--- src/rtl/lsdt_pkg.sv ---
// shared types and constants for the lru stack depth tracker
package lsdt_pkg;

  localparam int CAPACITY_DEFAULT = 16;
  localparam int PAGE_W           = 32;
  localparam int DEPTH_W          = 4;
  localparam int CFG_W            = 5;
  localparam int QUEUE_DEPTH      = 2;

  localparam logic [CFG_W-1:0] MAX_ENTRIES_RESET = 5'd16;

  typedef struct packed {
    logic              valid;
    logic [PAGE_W-1:0] page;
  } page_item_t;

endpackage

--- src/rtl/lsdt_front.sv ---
// request intake and short queue feeding the stack engine
module lsdt_front (
  input  logic                         clk,
  input  logic                         rst,
  input  logic                         start,
  input  logic [lsdt_pkg::PAGE_W-1:0]  page_number,
  output logic                         busy,
  output lsdt_pkg::page_item_t         item,
  input  logic                         pop
);

  localparam int QD   = lsdt_pkg::QUEUE_DEPTH;
  localparam int PTR_W = (QD > 1) ? $clog2(QD) : 1;
  localparam int CNT_W = $clog2(QD + 1);

  logic [lsdt_pkg::PAGE_W-1:0] q_mem [QD];
  logic [PTR_W-1:0]            wr_ptr;
  logic [PTR_W-1:0]            rd_ptr;
  logic [CNT_W-1:0]            count;
  logic                        push;
  logic                        do_pop;

  assign busy   = (count == CNT_W'(QD));
  assign push   = start && !busy;
  assign do_pop = pop && (count != '0);

  assign item.valid = (count != '0);
  assign item.page  = q_mem[rd_ptr];

  always_ff @(posedge clk) begin
    if (push) begin
      q_mem[wr_ptr] <= page_number;
    end
  end

  always_ff @(posedge clk) begin
    if (rst) begin
      wr_ptr <= '0;
      rd_ptr <= '0;
      count  <= '0;
    end else begin
      if (push) begin
        wr_ptr <= (wr_ptr == PTR_W'(QD - 1)) ? '0 : wr_ptr + PTR_W'(1);
      end
      if (do_pop) begin
        rd_ptr <= (rd_ptr == PTR_W'(QD - 1)) ? '0 : rd_ptr + PTR_W'(1);
      end
      if (push && !do_pop) begin
        count <= count + CNT_W'(1);
      end else if (!push && do_pop) begin
        count <= count - CNT_W'(1);
      end
    end
  end

endmodule

--- src/rtl/lsdt_back.sv ---
// shifting lru stack with parallel compare, one request per cycle
module lsdt_back #(
  parameter int CAPACITY = lsdt_pkg::CAPACITY_DEFAULT
) (
  input  logic                         clk,
  input  logic                         rst,
  input  lsdt_pkg::page_item_t         item,
  output logic                         pop,
  input  logic                         cfg_wr_en,
  input  logic [lsdt_pkg::CFG_W-1:0]   cfg_wr_data,
  output logic                         done,
  output logic                         hit,
  output logic [lsdt_pkg::DEPTH_W-1:0] depth
);

  localparam int OCC_W = $clog2(CAPACITY + 1);
  localparam int IDX_W = (CAPACITY > 1) ? $clog2(CAPACITY) : 1;
  localparam int LIM_W = (OCC_W > lsdt_pkg::CFG_W) ? OCC_W : lsdt_pkg::CFG_W;
  localparam int DW    = (IDX_W > lsdt_pkg::DEPTH_W) ? IDX_W : lsdt_pkg::DEPTH_W;

  logic [lsdt_pkg::PAGE_W-1:0]  stack [CAPACITY];
  logic [OCC_W-1:0]             occupancy;
  logic [lsdt_pkg::CFG_W-1:0]   max_entries;

  logic [CAPACITY-1:0]          match;
  logic                         found;
  logic [IDX_W-1:0]             pos;
  logic [LIM_W-1:0]             lim;
  logic [LIM_W-1:0]             cfg_ext;
  logic                         lim_nz;
  logic [LIM_W:0]               occ_inc;
  logic [OCC_W-1:0]             occupancy_next;
  logic [CAPACITY-1:0]          shift_en;
  logic [DW-1:0]                pos_ext;
  logic [lsdt_pkg::DEPTH_W-1:0] depth_next;

  assign pop = item.valid;

  // limit in force
  assign cfg_ext = LIM_W'(max_entries);
  assign lim     = (cfg_ext > LIM_W'(CAPACITY)) ? LIM_W'(CAPACITY) : cfg_ext;
  assign lim_nz  = (lim != '0);

  always_comb begin
    for (int i = 0; i < CAPACITY; i++) begin
      match[i] = (stack[i] == item.page) && (OCC_W'(i) < occupancy);
    end
  end

  assign found = |match;

  // first match from the mru end
  always_comb begin
    pos = '0;
    for (int i = CAPACITY - 1; i >= 0; i--) begin
      if (match[i]) begin
        pos = IDX_W'(i);
      end
    end
  end

  assign occ_inc        = {1'b0, LIM_W'(occupancy)} + (LIM_W + 1)'(1);
  assign occupancy_next = (occ_inc > {1'b0, lim}) ? OCC_W'(lim) : OCC_W'(occ_inc);

  always_comb begin
    shift_en[0] = found || lim_nz;
    for (int i = 1; i < CAPACITY; i++) begin
      shift_en[i] = found ? (IDX_W'(i) <= pos) : lim_nz;
    end
  end

  assign pos_ext    = DW'(pos);
  assign depth_next = !found ? '0 :
                      (pos_ext > DW'({lsdt_pkg::DEPTH_W{1'b1}})) ?
                      {lsdt_pkg::DEPTH_W{1'b1}} : pos_ext[lsdt_pkg::DEPTH_W-1:0];

  always_ff @(posedge clk) begin
    if (item.valid) begin
      for (int i = 0; i < CAPACITY; i++) begin
        if (shift_en[i]) begin
          stack[i] <= (i == 0) ? item.page : stack[(i == 0) ? 0 : i - 1];
        end
      end
    end
  end

  always_ff @(posedge clk) begin
    hit   <= found;
    depth <= depth_next;
  end

  always_ff @(posedge clk) begin
    if (rst) begin
      done        <= 1'b0;
      occupancy   <= '0;
      max_entries <= lsdt_pkg::MAX_ENTRIES_RESET;
    end else begin
      done <= item.valid;
      if (item.valid && !found) begin
        occupancy <= occupancy_next;
      end
      if (cfg_wr_en) begin
        max_entries <= cfg_wr_data;
      end
    end
  end

endmodule

--- src/rtl/lru_stack_depth_tracker_unit.sv ---
// lru stack depth tracker top level
// a request is written into the queue, then compared and shifted; done, hit and depth are registered
// throughput: one request per cycle, set by the parallel compare and shift
// of the stack; busy rises only if the two-entry queue fills
// reset: synchronous, clears queue, occupancy and strobe; limit returns to 16
// results cannot be stalled by the receiver
module lru_stack_depth_tracker_unit #(
  parameter int CAPACITY = lsdt_pkg::CAPACITY_DEFAULT
) (
  input  logic                         clk,
  input  logic                         rst,
  input  logic                         start,
  output logic                         busy,
  input  logic [lsdt_pkg::PAGE_W-1:0]  page_number,
  input  logic                         cfg_wr_en,
  input  logic [lsdt_pkg::CFG_W-1:0]   cfg_wr_data,
  output logic                         done,
  output logic                         hit,
  output logic [lsdt_pkg::DEPTH_W-1:0] depth
);

  lsdt_pkg::page_item_t item;
  logic                 pop;

  lsdt_front u_front (
    .clk         (clk),
    .rst         (rst),
    .start       (start),
    .page_number (page_number),
    .busy        (busy),
    .item        (item),
    .pop         (pop)
  );

  lsdt_back #(
    .CAPACITY (CAPACITY)
  ) u_back (
    .clk         (clk),
    .rst         (rst),
    .item        (item),
    .pop         (pop),
    .cfg_wr_en   (cfg_wr_en),
    .cfg_wr_data (cfg_wr_data),
    .done        (done),
    .hit         (hit),
    .depth       (depth)
  );

endmodule

--- config.mk ---
export PLATFORM = sky130hd
export DESIGN_NAME = lru_stack_depth_tracker_unit
export DESIGN_NICKNAME = d
export VERILOG_FILES = /design/src/rtl/lsdt_pkg.sv /design/src/rtl/lsdt_front.sv /design/src/rtl/lsdt_back.sv /design/src/rtl/lru_stack_depth_tracker_unit.sv
export SDC_FILE = /design/constraint.sdc
export NUM_CORES = 1
export LEC_CHECK = 0
export ABC_CLOCK_PERIOD_IN_PS = 6700
export BUFFER_PORTS_ARGS = -buffer_cell sky130_fd_sc_hd__buf_2
export CAP_MARGIN = 40
export CELL_PAD_IN_SITES_DETAIL_PLACEMENT = 1
export CELL_PAD_IN_SITES_GLOBAL_PLACEMENT = 2
export CORE_MARGIN = 10
export CORE_UTILIZATION = 45
export CTS_BUF_LIST = sky130_fd_sc_hd__clkbuf_4
export DETAILED_ROUTE_END_ITERATION = 10
export HOLD_SLACK_MARGIN = 0.03
export PLACE_DENSITY = 0.78
export SETUP_SLACK_MARGIN = 0.05
export SLEW_MARGIN = 25
export SYNTH_ARGS = -nofsm -noshare
export SYNTH_HDL_FRONTEND = slang
export SYNTH_SLANG_ARGS = --single-unit
--- constraint.sdc ---
create_clock -name clk -period 6.7 [get_ports clk]
set_input_delay 0.67 -clock clk [delete_from_list [all_inputs] [get_ports clk]]
set_output_delay 0.67 -clock clk [all_outputs]
set_load 0.02 [all_outputs]
==> reports/metrics.yaml <==
status:
  status: "completed"
worst_setup_path:
  worstSetupPathType: "reg -> reg"
  path_buf_inv: 3
  crit_path_max_incr_delay_ns: 0.77
  critPathTopFamily: "compound AO/OA/AOI/OAI gates"
  crit_chain: "buf_12, mux2i_4, buf_4, xnor2_1, nor4_1, o211ai_1, or4_4, a211oi_2, o31ai_1, a2111oi_2, o21ai_1, a21oi_4, buf_4"
  crit_top_cell: "buf_4"
  reg2reg_to: "u_back.stack[7][28]$_DFFE_PP_"
  arrival_ns: 6.45
  crit_required_ns: 7.27
  regToRegSetupSlack_ns: 0.82
  critPathMaxFanout: 32
  r2r_cells: 13
  start_kind: "register"
  worst_path_max_delay_cell: "dfxtp_4"
  crit_path_end_kind: "register"
clock_tree:
  cts_buffers: 158
  cts_sinks: 597
  clock_latency_ns: 1.01
  cts_resized: 0
  cts_tree: "done"
  cts-root-buf: "clkbuf_4"
  cts_buffer_depth: 3
  h-tree-depth: 4
  path_clk_slew_ns: 0.11
floorplan:
  die_area_um2: 66600
  fp.dieW_um: 258
  rows: 87
  die_h_um: 258
  io_pins: 48
  coreArea_um2: 56300
  initial_core_util_pct: 45.3
sta:
  period_minus_slack_ns: 5.88
  finalHoldViolations: 0
  timing.fmax_mhz: 170
  maxSlewViolCount: 0
  worst_slack_ns: 0.822
  setup_viol: 0
  clock-skew-final_ns: 0.0804
  maxSlewHeadroom_pct: 39.3
  finalSetupTns_ns: 0
  worstMarginPinSlew_ns: 0.892
  rsz0062_at_grt: "no"
  fin_crit_sh_pct: 87.7
grt:
  grt_pass1_wl_um: 112000
  grtUsageTotal_pct: 23.4
  grt_start_max_net_pins: 33
  antenna_found_initial: 4
  grt_overflow: 0
  grt_pass1_vias: 16120
synthesis:
  synth_edf_count: 576
  synth_nets: 1618
  synth-main-ff-cell: "edfxtp_1"
  yosysSeqAreaShare_pct: 69.5
  syn_avg_cell_area_um2: 16.2
  yosys_warnings: 0
  synthCells: 1570
  async_reset_ff_share_pct: 0
  synth-seq-cells: 597
  synth_area_um2: 25500
  synth_cell_types: 58
layout:
  fillers: 5415
  final_layout_size_suffix_gt1_share_pct: 21.6
  fin_util_pct: 52.9
  nNetsFinal: 1919
  area.growth.synth_to_final_pct: 16.8
drt:
  drt-initial-drc-count: 1440
  wl_per_cell_um: 28.4
  routed_wl_um: 78000
  first_pass_iters: 5
  viasPerCell: 5.45
  antenna_left: 0
  via_count: 14948
  drc: 0
worst_hold_path:
  hold_path_depth: 2
  hold_end: "u_front.q_mem[1][9]$_DFFE_PP_"
  hp-start: "page_number[9]"
  hold_class: "in -> reg"
place:
  dp_hpwl_um: 54400
  gp_congestion: 0.879
  dp_slack_ns: 0.939
  portBuffers: 47
power:
  ir_worst_vdd_mv: 0.294
  cellPowerDensity_nw_per_um2: 546
  p_leak_nw: 9.79
  power_w: 0.0163
run:
  drv_cap: 0
==> stage by stage <==
stage,hold WS (ns),std cells,instance area (µm²)
floorplan,0.445,1570,25500
global placement,0.452,2400,27000
detailed placement,0.457,2411,27200
CTS,0.257,2732,29700
global route,0.330,2743,29800
finish,0.398,2743,29800
==> kinds of logic (layout without fill, tap and decap cells) <==
family	after synthesis	count (layout)	synth area share, %
buf+inv	95	508	1.99
simple gates	254	254	5.71
compound gates	59	59	1.55
mux	42	42	3.23
fa+ha+maj	7	7	0.343
flops	597	597	69.5
other cells	0	4	0
xor+xnor	516	516	17.7
==> cells in the final DEF, fill, tap and decap left out, types with 5 or more instances in the layout <==
master         netlist  final
xnor2_1            469    469
nor2b_1              6      6
nor4_1             113    113
mux2i_1              8      8
clkinv_2             0      6
nor3_1              16     16
clkbuf_4             0    222
edfxtp_1           576    576
mux2i_4             32     32
buf_16               0      5
buf_8                2     10
dlygate4sd3_1        0     49
ha_1                 7      7
xor2_1              47     47
inv_1               49     49
nand2_1             16     16
o21ai_0              5      5
clkinv_1             1     34
buf_4               23     69
nand3_1             26     26
dfxtp_1             21     20
a21oi_1             20     16
buf_2                8     47
nand4_1             27     27
nor2_1              29     26
==> worst max-delay path by stage <==
stage / startpoint / endpoint / slack (ns) / depth (start not counted)
finish: register / u_back.stack[7][28]$_DFFE_PP_ / 0.82 / 13
global route: register / u_back.stack[7][28]$_DFFE_PP_ / 0.58 / 13
CTS: register / u_back.stack[7][6]$_DFFE_PP_ / 0.89 / 13
detailed placement: register / u_back.stack[7][3]$_DFFE_PP_ / 0.94 / 13
global placement: register / u_back.stack[7][10]$_DFFE_PP_ / 0.93 / 13
floorplan: register / u_back.stack[11][0]$_DFFE_PP_ / 1.57 / 12
==> layout make-up <==
type                            instances  area (µm²)  share of cell area [%]
Sequential cell                       597       17700                    59.5
Timing Repair Buffer                  185        1590                    5.32
Tap cell                              756         946                    3.18
Clock buffer                          222        1670                    5.60
Clock inverter                         50         294                   0.987
Antenna cell                            4        10.0                  0.0336
Inverter                               51         191                   0.643
Multi-Input combinational cell        878        7370                    24.7
==> registers in the layout, indices dropped and copies added, names as in the netlist, named ones only <==
name,count
u_back.done,1
u_front.wr_ptr,1
u_back.occupancy,5
u_back.stack,512
u_front.count,2
u_back.depth,4
u_front.rd_ptr,1
u_back.hit,1
u_back.cfg_ext,5
u_front.q_mem,64
==> power by group <==
part / switching [W] / internal, W
combinational: 0.00303 / 0.00214
clock: 0.00157 / 0.00164
sequential: 0.00138 / 0.00648
==> cells in the mapped netlist, types with 6 or more instances <==
cell	number	area share, %
dfxtp_1	21	1.6
nor3_1	16	0.31
a21oi_1	20	0.39
nand4_1	27	0.66
nor4_1	113	2.8
xnor2_1	469	16
nand2_1	16	0.24
inv_1	49	0.72
ha_1	7	0.34
xor2_1	47	1.6
buf_2	8	0.16
edfxtp_1	576	68
mux2i_1	8	0.31
mux2i_4	32	2.8
clkbuf_1	7	0.10
nand3_1	26	0.51
buf_4	23	0.68
nor2_1	29	0.43
nor2b_1	6	0.15
==> timing repair <==
item	4_1_cts	5_1_grt
hold buffers	49	0
endpoints found under the hold margin	79	0
buffers inserted	0	0
==> layer usage <==
metal / part of all wire [%] / global-route usage, % / up-vias
met5: 0 / 0 / -
met4: 2.3 / 8.74 / 0
met3: 6.0 / 5.70 / 104
met2: 50 / 39.8 / 571
met1: 41 / 28.5 / 7821
li1: - / - / 6452
No activity file was read; power rests on OpenSTA's default activity.
